## src/hw/rtl/bsmpq_pkg.sv

```systemverilog
// ----------------------------------------------------------------------------
// bsmpq_pkg
// Shared codes and types of the bounded stable min priority queue.
// ----------------------------------------------------------------------------
package bsmpq_pkg;

   // Fixed field widths
   localparam int OP_BITS     = 2;
   localparam int COUNT_BITS  = 5;
   localparam int STATUS_BITS = 2;

   // Operation codes
   localparam logic [OP_BITS-1:0] OP_ENQ = 2'd0;
   localparam logic [OP_BITS-1:0] OP_DEQ = 2'd1;
   localparam logic [OP_BITS-1:0] OP_CLR = 2'd2;

   // Status codes
   localparam logic [STATUS_BITS-1:0] ST_DONE  = 2'd0;
   localparam logic [STATUS_BITS-1:0] ST_FULL  = 2'd1;
   localparam logic [STATUS_BITS-1:0] ST_EMPTY = 2'd2;

   // Command broadcast to every cell of the chain
   typedef struct packed {
      logic insert;   // sorted insert of the new entry
      logic remove;   // shift everything toward the head
      logic flush;    // drop all entries
   } cell_cmd_type;

endpackage

```

## src/hw/rtl/bsmpq_cell.sv

```systemverilog
// ----------------------------------------------------------------------------
// bsmpq_cell
// One slot of the sorted chain: holds a valid bit, a value and a priority,
// and trades entries with its left and right neighbors.
// ----------------------------------------------------------------------------
module bsmpq_cell #(
   parameter int VALUE_BITS    = 32,
   parameter int PRIORITY_BITS = 32
) (
   input  logic                      clock,
   input  logic                      reset,
   input  bsmpq_pkg::cell_cmd_type   cmd,
   input  logic [VALUE_BITS-1:0]     new_value,
   input  logic [PRIORITY_BITS-1:0]  new_priority,
   // left neighbor (toward the head)
   input  logic                      prev_valid,
   input  logic                      prev_keep,
   input  logic [VALUE_BITS-1:0]     prev_value,
   input  logic [PRIORITY_BITS-1:0]  prev_priority,
   // right neighbor (toward the tail)
   input  logic                      next_valid,
   input  logic [VALUE_BITS-1:0]     next_value,
   input  logic [PRIORITY_BITS-1:0]  next_priority,
   // own state
   output logic                      valid,
   output logic                      keep,
   output logic [VALUE_BITS-1:0]     value,
   output logic [PRIORITY_BITS-1:0]  priority_out
);

   logic                     valid_ff, valid_in;
   logic [VALUE_BITS-1:0]    value_ff, value_in;
   logic [PRIORITY_BITS-1:0] priority_ff, priority_in;

   // entry stays put on insert when it is not later than the new one
   assign keep = valid_ff && (priority_ff <= new_priority);

   // next state
   always_comb begin
      valid_in    = valid_ff;
      value_in    = value_ff;
      priority_in = priority_ff;
      if (cmd.flush) begin
         valid_in = 1'b0;
      end else if (cmd.insert) begin
         valid_in = prev_valid;
         if (!keep) begin
            if (prev_keep) begin
               value_in    = new_value;
               priority_in = new_priority;
            end else begin
               value_in    = prev_value;
               priority_in = prev_priority;
            end
         end
      end else if (cmd.remove) begin
         valid_in    = next_valid;
         value_in    = next_value;
         priority_in = next_priority;
      end
   end

   // control state
   always_ff @(posedge clock) begin
      if (reset) begin
         valid_ff <= 1'b0;
      end else begin
         valid_ff <= valid_in;
      end
   end

   // payload
   always_ff @(posedge clock) begin
      value_ff    <= value_in;
      priority_ff <= priority_in;
   end

   assign valid        = valid_ff;
   assign value        = value_ff;
   assign priority_out = priority_ff;

endmodule

```

## src/hw/rtl/bounded_stable_min_priority_queue_core.sv

```systemverilog
// ----------------------------------------------------------------------------
// bounded_stable_min_priority_queue_core
// Bounded min priority queue kept sorted in a chain of cells; equal
// priorities leave in arrival order.
// ----------------------------------------------------------------------------
//  channel | direction | handshake             | payload
//  req     | in        | req_valid / req_ready | op, item_value, item_priority
//  rsp     | out       | rsp_valid / rsp_ready | head_value, head_priority,
//          |           |                       | entry_count, is_empty, status
//
//  All cells compare the new priority in parallel and shift by one place, so
//  one operation per cycle is sustained while responses are not stalled.
//  The response is valid the cycle after acceptance and reads cell 0.
//  Reset clears all valid bits and the count at once; no clearing pass.
//  A stalled response holds the request side; a request is taken in the same
//  cycle the pending response is taken.
// ----------------------------------------------------------------------------
module bounded_stable_min_priority_queue_core #(
   parameter int CAPACITY      = 16,
   parameter int VALUE_BITS    = 32,
   parameter int PRIORITY_BITS = 32
) (
   input  logic                                  clock,
   input  logic                                  reset,
   input  logic                                  req_valid,
   output logic                                  req_ready,
   input  logic [bsmpq_pkg::OP_BITS-1:0]         req_op,
   input  logic [VALUE_BITS-1:0]                 req_item_value,
   input  logic [PRIORITY_BITS-1:0]              req_item_priority,
   output logic                                  rsp_valid,
   input  logic                                  rsp_ready,
   output logic [VALUE_BITS-1:0]                 rsp_head_value,
   output logic [PRIORITY_BITS-1:0]              rsp_head_priority,
   output logic [bsmpq_pkg::COUNT_BITS-1:0]      rsp_entry_count,
   output logic                                  rsp_is_empty,
   output logic [bsmpq_pkg::STATUS_BITS-1:0]     rsp_status
);

   localparam int CW = $clog2(CAPACITY + 1);

   logic                               accept;
   logic                               full, empty;
   bsmpq_pkg::cell_cmd_type            cmd;
   logic [bsmpq_pkg::STATUS_BITS-1:0]  status_ff, status_in;
   logic [CW-1:0]                      count_ff, count_in;
   logic                               rsp_valid_ff, rsp_valid_in;
   logic [CW+bsmpq_pkg::COUNT_BITS-1:0] count_ext;

   logic                     cell_valid [CAPACITY];
   logic                     cell_keep  [CAPACITY];
   logic [VALUE_BITS-1:0]    cell_value [CAPACITY];
   logic [PRIORITY_BITS-1:0] cell_prio  [CAPACITY];

   // handshake
   assign req_ready = !rsp_valid_ff || rsp_ready;
   assign accept    = req_valid && req_ready;

   // sorted prefix: full when the tail cell holds an entry
   assign full  = cell_valid[CAPACITY-1];
   assign empty = !cell_valid[0];

   // decode operation
   always_comb begin
      cmd       = '0;
      status_in = status_ff;
      count_in  = count_ff;
      if (accept) begin
         status_in = bsmpq_pkg::ST_DONE;
         case (req_op)
            bsmpq_pkg::OP_ENQ: begin
               if (full) begin
                  status_in = bsmpq_pkg::ST_FULL;
               end else begin
                  cmd.insert = 1'b1;
                  count_in   = count_ff + CW'(1);
               end
            end
            bsmpq_pkg::OP_DEQ: begin
               if (empty) begin
                  status_in = bsmpq_pkg::ST_EMPTY;
               end else begin
                  cmd.remove = 1'b1;
                  count_in   = count_ff - CW'(1);
               end
            end
            bsmpq_pkg::OP_CLR: begin
               cmd.flush = 1'b1;
               count_in  = '0;
            end
            default: begin
               // unused code: queue unchanged
            end
         endcase
      end
   end

   assign rsp_valid_in = accept || (rsp_valid_ff && !rsp_ready);

   // control registers
   always_ff @(posedge clock) begin
      if (reset) begin
         rsp_valid_ff <= 1'b0;
         count_ff     <= '0;
         status_ff    <= bsmpq_pkg::ST_DONE;
      end else begin
         rsp_valid_ff <= rsp_valid_in;
         count_ff     <= count_in;
         status_ff    <= status_in;
      end
   end

   // chain of cells, head at index 0
   for (genvar i = 0; i < CAPACITY; i++) begin : g_cell
      logic                     prev_valid, prev_keep, next_valid;
      logic [VALUE_BITS-1:0]    prev_value, next_value;
      logic [PRIORITY_BITS-1:0] prev_prio, next_prio;

      if (i == 0) begin : g_head
         assign prev_valid = 1'b1;
         assign prev_keep  = 1'b1;
         assign prev_value = req_item_value;
         assign prev_prio  = req_item_priority;
      end else begin : g_body
         assign prev_valid = cell_valid[i-1];
         assign prev_keep  = cell_keep[i-1];
         assign prev_value = cell_value[i-1];
         assign prev_prio  = cell_prio[i-1];
      end

      if (i == CAPACITY - 1) begin : g_tail
         assign next_valid = 1'b0;
         assign next_value = '0;
         assign next_prio  = '0;
      end else begin : g_inner
         assign next_valid = cell_valid[i+1];
         assign next_value = cell_value[i+1];
         assign next_prio  = cell_prio[i+1];
      end

      bsmpq_cell #(
         .VALUE_BITS    (VALUE_BITS),
         .PRIORITY_BITS (PRIORITY_BITS)
      ) u_cell (
         .clock         (clock),
         .reset         (reset),
         .cmd           (cmd),
         .new_value     (req_item_value),
         .new_priority  (req_item_priority),
         .prev_valid    (prev_valid),
         .prev_keep     (prev_keep),
         .prev_value    (prev_value),
         .prev_priority (prev_prio),
         .next_valid    (next_valid),
         .next_value    (next_value),
         .next_priority (next_prio),
         .valid         (cell_valid[i]),
         .keep          (cell_keep[i]),
         .value         (cell_value[i]),
         .priority_out  (cell_prio[i])
      );
   end

   // response: cells only move on acceptance, so cell 0 holds the result
   assign count_ext         = {{bsmpq_pkg::COUNT_BITS{1'b0}}, count_ff};
   assign rsp_valid         = rsp_valid_ff;
   assign rsp_head_value    = cell_valid[0] ? cell_value[0] : '0;
   assign rsp_head_priority = cell_valid[0] ? cell_prio[0] : '0;
   assign rsp_entry_count   = count_ext[bsmpq_pkg::COUNT_BITS-1:0];
   assign rsp_is_empty      = !cell_valid[0];
   assign rsp_status        = status_ff;

endmodule

```

## config.mk

```make
export PLATFORM = sky130hd
export DESIGN_NAME = bounded_stable_min_priority_queue_core
export DESIGN_NICKNAME = d
export VERILOG_FILES = /design/src/hw/rtl/bsmpq_pkg.sv /design/src/hw/rtl/bsmpq_cell.sv /design/src/hw/rtl/bounded_stable_min_priority_queue_core.sv
export SDC_FILE = /design/constraint.sdc
export NUM_CORES = 2
export LEC_CHECK = 0
export BUFFER_PORTS_ARGS = -buffer_cell sky130_fd_sc_hd__buf_2
export CAP_MARGIN = 20
export CORE_MARGIN = 2
export CORE_UTILIZATION = 40
export DETAILED_ROUTE_END_ITERATION = 10
export SYNTH_ARGS = -nofsm -noshare
export SYNTH_HDL_FRONTEND = slang
export SYNTH_SLANG_ARGS = --single-unit
```

## constraint.sdc

```tcl
create_clock -name clock -period 15.8 [get_ports clock]
set_input_delay 2.37 -clock clock [delete_from_list [all_inputs] [get_ports clock]]
set_output_delay 2.37 -clock clock [all_outputs]
set_load 0.02 [all_outputs]
```

# Yosys cells after proc, flatten, opt, wreduce, memory -nomap -nowiden
# Index checks and enable logic that the tools add are counted.
dict set report totals {
  in_bits 70
  register_bits 1048
}
dict set report classes {
  n_mux 171
  n_bitwise 1
  n_eq_ne 20
  magnitude_cmp 16
  n_addsub 2
  n_reduce_logical 44
}
# op count
set op_table {}
lappend op_table {{32-bit 2-to-1 mux} 127}
lappend op_table {{32-bit less-or-equal comparator} 16}
lappend op_table {{3-bit AND reduction} 16}
lappend op_table {{1-bit 2-to-1 mux} 38}
lappend op_table {{2-bit != test (second input constant)} 17}
lappend op_table {{1-bit logical AND} 18}
lappend op_table {{5-bit case mux with 3 select lines} 1}
lappend op_table {{5-bit 2-to-1 mux} 2}
lappend op_table {{5-bit by 1-bit adder with 5-bit output (second input constant)} 1}
lappend op_table {{5-bit by 1-bit subtractor with 5-bit output (second input constant)} 1}
lappend op_table {{2-bit case mux with 2 select lines} 1}
lappend op_table {{4-bit AND reduction} 1}
lappend op_table {{1-bit logical NOT} 3}
lappend op_table {{3-bit 2-to-1 mux} 1}
lappend op_table {{3-bit nonzero test} 1}
lappend op_table {{2-bit by 1-bit equality test with 1-bit output (second input constant)} 1}
lappend op_table {{2-bit equality test (second input constant)} 1}
lappend op_table {{2-bit logical NOT} 1}
lappend op_table {{1-bit logical OR} 2}
lappend op_table {{2-bit 2-to-1 mux} 1}
lappend op_table {{2-bit by 1-bit != test with 1-bit output (second input constant)} 1}
lappend op_table {{2-bit nonzero test} 1}
lappend op_table {{2-bit OR reduction} 1}
lappend op_table {{1-bit inverter} 1}

# Logic depth before layout (Yosys ltp)
dict set report depth {
  ltp_word 6
  mapped_depth 13
  depth_no_buf 9
}

# By module
# Synthesis repeated with hierarchy kept, for this count alone.
dict set report unflattened {
  hier_cells 6583
  hier_area_um2 66653.9
}
# mod instances cells_each area_each_um2
set modules_own_cells {}
lappend modules_own_cells {bsmpq_cell 16 403 4107.7}
lappend modules_own_cells {bounded_stable_min_priority_queue_core 1 135 930.9}

# Least setup slack after synthesis
# No wires, ideal clock.
dict set report synth_timing {
  path_type {in2reg}
  from {in req_item_priority[14]}
  to {reg g_cell[13].u_cell.priority_ff[0] (enable)}
  arrival_ps 7870
  setup_ps 507
  path_stages 12
  slack_ps 7423
  cell_sequence {clkbuf_1 -> clkbuf_1 -> inv_1 -> ha_1 -> nand4_1 -> or4_1 -> a21oi_1 -> nor3_1 -> a2bb2oi_1 -> buf_2 -> buf_2 -> a21oi_1}
}
dict set report synth_between {
  elab_chain_len 4
}
# element line_no
set synth_rtl {}
lappend synth_rtl {{start, declared} bounded_stable_min_priority_queue_core.sv:29} ;# input logic [PRIORITY_BITS-1:0] req_item_priority,
lappend synth_rtl {{32-bit less-or-equal comparator} bsmpq_cell.sv:36} ;# assign keep = valid_ff && (priority_ff <= new_priority);
lappend synth_rtl {{1-bit logical AND} bsmpq_cell.sv:36}
lappend synth_rtl {{2-bit != test (no source line)} --}
lappend synth_rtl {{3-bit AND reduction (no source line)} --}
lappend synth_rtl {{end signal, assigned} bsmpq_cell.sv:75} ;# priority_ff <= priority_in;
lappend synth_rtl {{end, declared} bsmpq_cell.sv:33} ;# logic [PRIORITY_BITS-1:0] priority_ff, priority_in;
# Every way passes these cells.
# A chain may end at the register's enable or synchronous reset.

# Worst setup path after layout
dict set report layout_timing {
  from {in req_item_priority[30]}
  to {reg g_cell[5].u_cell.priority_ff[31] (data pin)}
}
dict set report layout_between {
  elab_chain_len 5
}
# element line_no
set layout_rtl {}
lappend layout_rtl {{32-bit less-or-equal comparator} bsmpq_cell.sv:36}
lappend layout_rtl {{1-bit logical AND} bsmpq_cell.sv:36}
lappend layout_rtl {{32-bit 2-to-1 mux} bsmpq_cell.sv:48} ;# if (prev_keep) begin
lappend layout_rtl {{32-bit 2-to-1 mux} bsmpq_cell.sv:47} ;# if (!keep) begin
lappend layout_rtl {{32-bit 2-to-1 mux} bsmpq_cell.sv:45} ;# end else if (cmd.insert) begin
lappend layout_rtl {{end signal, assigned} bsmpq_cell.sv:75}
lappend layout_rtl {{end, declared} bsmpq_cell.sv:33}
# Every way passes these cells. The select of a mux whose other input is x is not followed.

==> results.md <==
- Critical Path Start: req_item_priority[30]
- Synth warn: 0
- Ys async rst share: 0%
- CTS tree: built
- Cts repair resizes: 0
- CP peak stage delay: 890 ps
- Core area: 158,000 µm²
- Hold Buf Count CTS: 0
- Largest area contributor in the netlist: edfxtp_1
- Setup TNS: 0 ps
- DIE HEIGHT: 403 µm
- Least-Margin Pin Slew: 1280 ps
- Crit path max fanout: 53
- Fill cells: 15,031
- Top cells by area, synth: edfxtp_1 48%, a32oi_1 11%, ha_1 9.5%
- Clock Sinks: 1,048
- Initial core utilization: 40.2%
- Overall Power: 6.87 mW
- Number of max-cap violations: 0
- Crit path top cell by count: buf_4
- Design Area, Final: 69,300 µm²
- Worst r2r src: g_cell[4].u_cell.priority_out[7]
- GPL Wtd Cong: 1.01
- Ports: 144
- Critical path, cell by cell: buf_2 -> inv_1 -> buf_4 -> ha_1 -> nand4_1 -> inv_1 -> a221oi_1 -> o31ai_1 -> a2bb2oi_4 -> buf_4 -> and2_2 -> buf_4 -> o21ai_0
- Critical hold path startpoint: rsp_status[0]
- Number of synthesized flops with an enable pin: 1,024
- Hold crit path type: reg -> reg
- Critical path's slowest cell: buf_4
- Initial antenna violation count: 11
- Synth cell types: 51
- Overall routing resource usage: 30.4%
- Cts bufs inserted: 120
- Fin. Hold Viols: 0
- PwrDens: 99.1 nW/µm²
- Post-CTS setup buffer count: 0
- Critical path endpoint category: flop
- Syn avg cell area: 10.1 µm²
- DR vias/cell: 6.91
- Placed insts: 7,997
- Post-layout minimum cycle time: 8000 ps
- WP data arrival: 8470 ps
- Register bit count reported by yosys: 1,048
- Core Util, Final: 43.8%
- Largest net degree at the start of global routing: 196
- Vias after detailed routing: 56,878
- Clk pin slew, worst setup/hold paths: 60 ps
- CP Class: in -> reg
- Slew Limit Fails: 0
- Die X-Extent: 403 µm
- Top FF cell, synth: edfxtp_1
- Worst path required time: 16,260 ps
- CTS HTree Levels: 3
- Layout cell share with drive strength beyond 1: 7.87%
- Clock latency on the worst-skew pair: 820 ps
- RSZ-0062 raised after global routing: false
- Cell Area, Synth: 63,600 µm²
- Max VDD drop: 0.0000965 V
- First-pass GRT wire length: 372,000 µm
- Area Overhead vs Synth: 9.05%
- Total die area: 162,000 µm²
- Setup violators final: 0
- Final period util: 50.6%
- Outcome: finished, final reports clean
- Total congestion overflow: 0
- Synth Instances: 6,318
- F_max: 125 MHz
- Post-synthesis sequential area ratio: 49.1%
- DP Area: 65,500 µm²
- Drt first pass iters: 8
- Worst Skew: 77.7 ps
- DPL Wire Length: 154,000 µm
- Nets: 6,602
- Synth top area share: 48.4%
- Leakage: 23.5 nW
- WL/cell: 31.2 µm
- Post-synthesis net count: 6,872
- Startpoint types: primary input
- Most numerous cell in the Yosys netlist: nand2_1
- Vias in the first global route: 54,311
- Port-buffer cells: 143
- DR iter-0 viols: 8,454
- Slew margin rel.: 15.0%
- Clock Root Buffer: clkbuf_16
- Commonest cells post-synth: 1,232 x nand2_1, 1,024 x edfxtp_1, 832 x a32oi_1
- CTS Buffer Depth: 3
- Final ANT Viol Nets: 0
- Routed WL: 257,000 µm
- Residual DRC count: 0
- Cell Rows: 146
- Final std cells w/o fill: 8,232
[cells in the final DEF, fill, tap and decap left out, drive strengths merged, types with 9 or more instances in the layout]
cell type,synthesis,layout
nor3b,63,63
clkinv,1,58
dfxtp,24,24
buf,259,255
a221o,14,14
nand3,249,249
nor2,55,55
a2111oi,10,10
o21ai,882,882
a2bb2oi,12,12
and4,38,38
nand4,75,75
a21o,17,17
o211ai,15,15
inv,60,64
a311oi,12,12
edfxtp,1024,1024
mux2i,64,64
and2,91,91
nor3,22,22
nor4,13,13
a21oi,275,275
nand2b,9,9
diode,0,10
nor2b,19,19
o31ai,21,21
clkbuf,389,151
a221oi,29,29
nand2,1232,1232
a32oi,832,832
ha,483,483
[flip-flops by register name (all words and copies together), names as in the netlist]
name and count:
g_cell.u_cell.value 512, g_cell.u_cell.valid 16, g_cell.u_cell.priority_out 512, rsp_status 2, rsp_valid 1, rsp_entry_count 5
[through the flow]
step / setup slack (ps) / hold slack, ps
2_1_floorplan: 7420 / 472
3_3_place_gp: 7660 / 466
3_5_place_dp: 7550 / 475
6_report: 7800 / 483
4_1_cts: 8350 / 483
5_1_grt: 8000 / 502
[routing by layer]
layer / wire length (µm) / part of all wire (%) / up-vias / global-route usage, %
li1: - / - / 24162 / -
met3: 31100 / 12 / 723 / 6.90
met2: 112000 / 44 / 4199 / 46.2
met5: 28 / 0.011 / - / 0
met1: 99100 / 39 / 27790 / 40.9
met4: 14200 / 5.5 / 4 / 15.2
[report_power, final]
group	internal, mW	switching [mW]
Clock	1.50	1.25
Sequential	3.17	0.0798
Combinational	0.229	0.645
Total	4.90	1.97
[worst paths after layout]
kind / to / slack [ps] / cells past startpoint
setup / recovery: g_cell[5].u_cell.priority_out[31] / 7800 / 13
hold / removal: rsp_status[0] / 480 / 2
setup reg to reg: g_cell[5].u_cell.priority_out[31] / 10180 / 10
hold reg to reg: rsp_status[0] / 480 / 2
[logic make-up (layout without fill, tap and decap cells)]
group / after synthesis / count (layout) / share of synthesized area, %
multiplexers: 64 / 64 / 1.01
other: 0 / 10 / 0
AND/OR/NAND/NOR: 1877 / 1877 / 13.2
AO/OA/AOI/OAI: 2133 / 2133 / 22.5
adder cells (fa/ha/maj): 484 / 484 / 9.54
flip-flops: 1048 / 1048 / 49.1
buffers and inverters: 709 / 541 / 4.67
XOR/XNOR: 3 / 3 / 0.0413
[critical path, delay by kind of cell]
family	cells	cell delay [ps]
AO/OA/AOI/OAI	4	1700
adder cells (fa/ha/maj)	1	330
buffers and inverters	6	2870
AND/OR/NAND/NOR	2	1070
[layout make-up]
type	instances	area (µm²)	share of cell area, %
Inverter	61	231	0.334
Clock buffer	151	3130	4.51
Timing Repair Buffer	256	1640	2.36
Clock inverter	73	624	0.900
Sequential cell	1048	31200	45.1
Tap cell	2072	2590	3.74
Antenna cell	10	25.0	0.0361
Multi-Input combinational cell	4561	29900	43.1
Power figures use the tool's default switching activity.
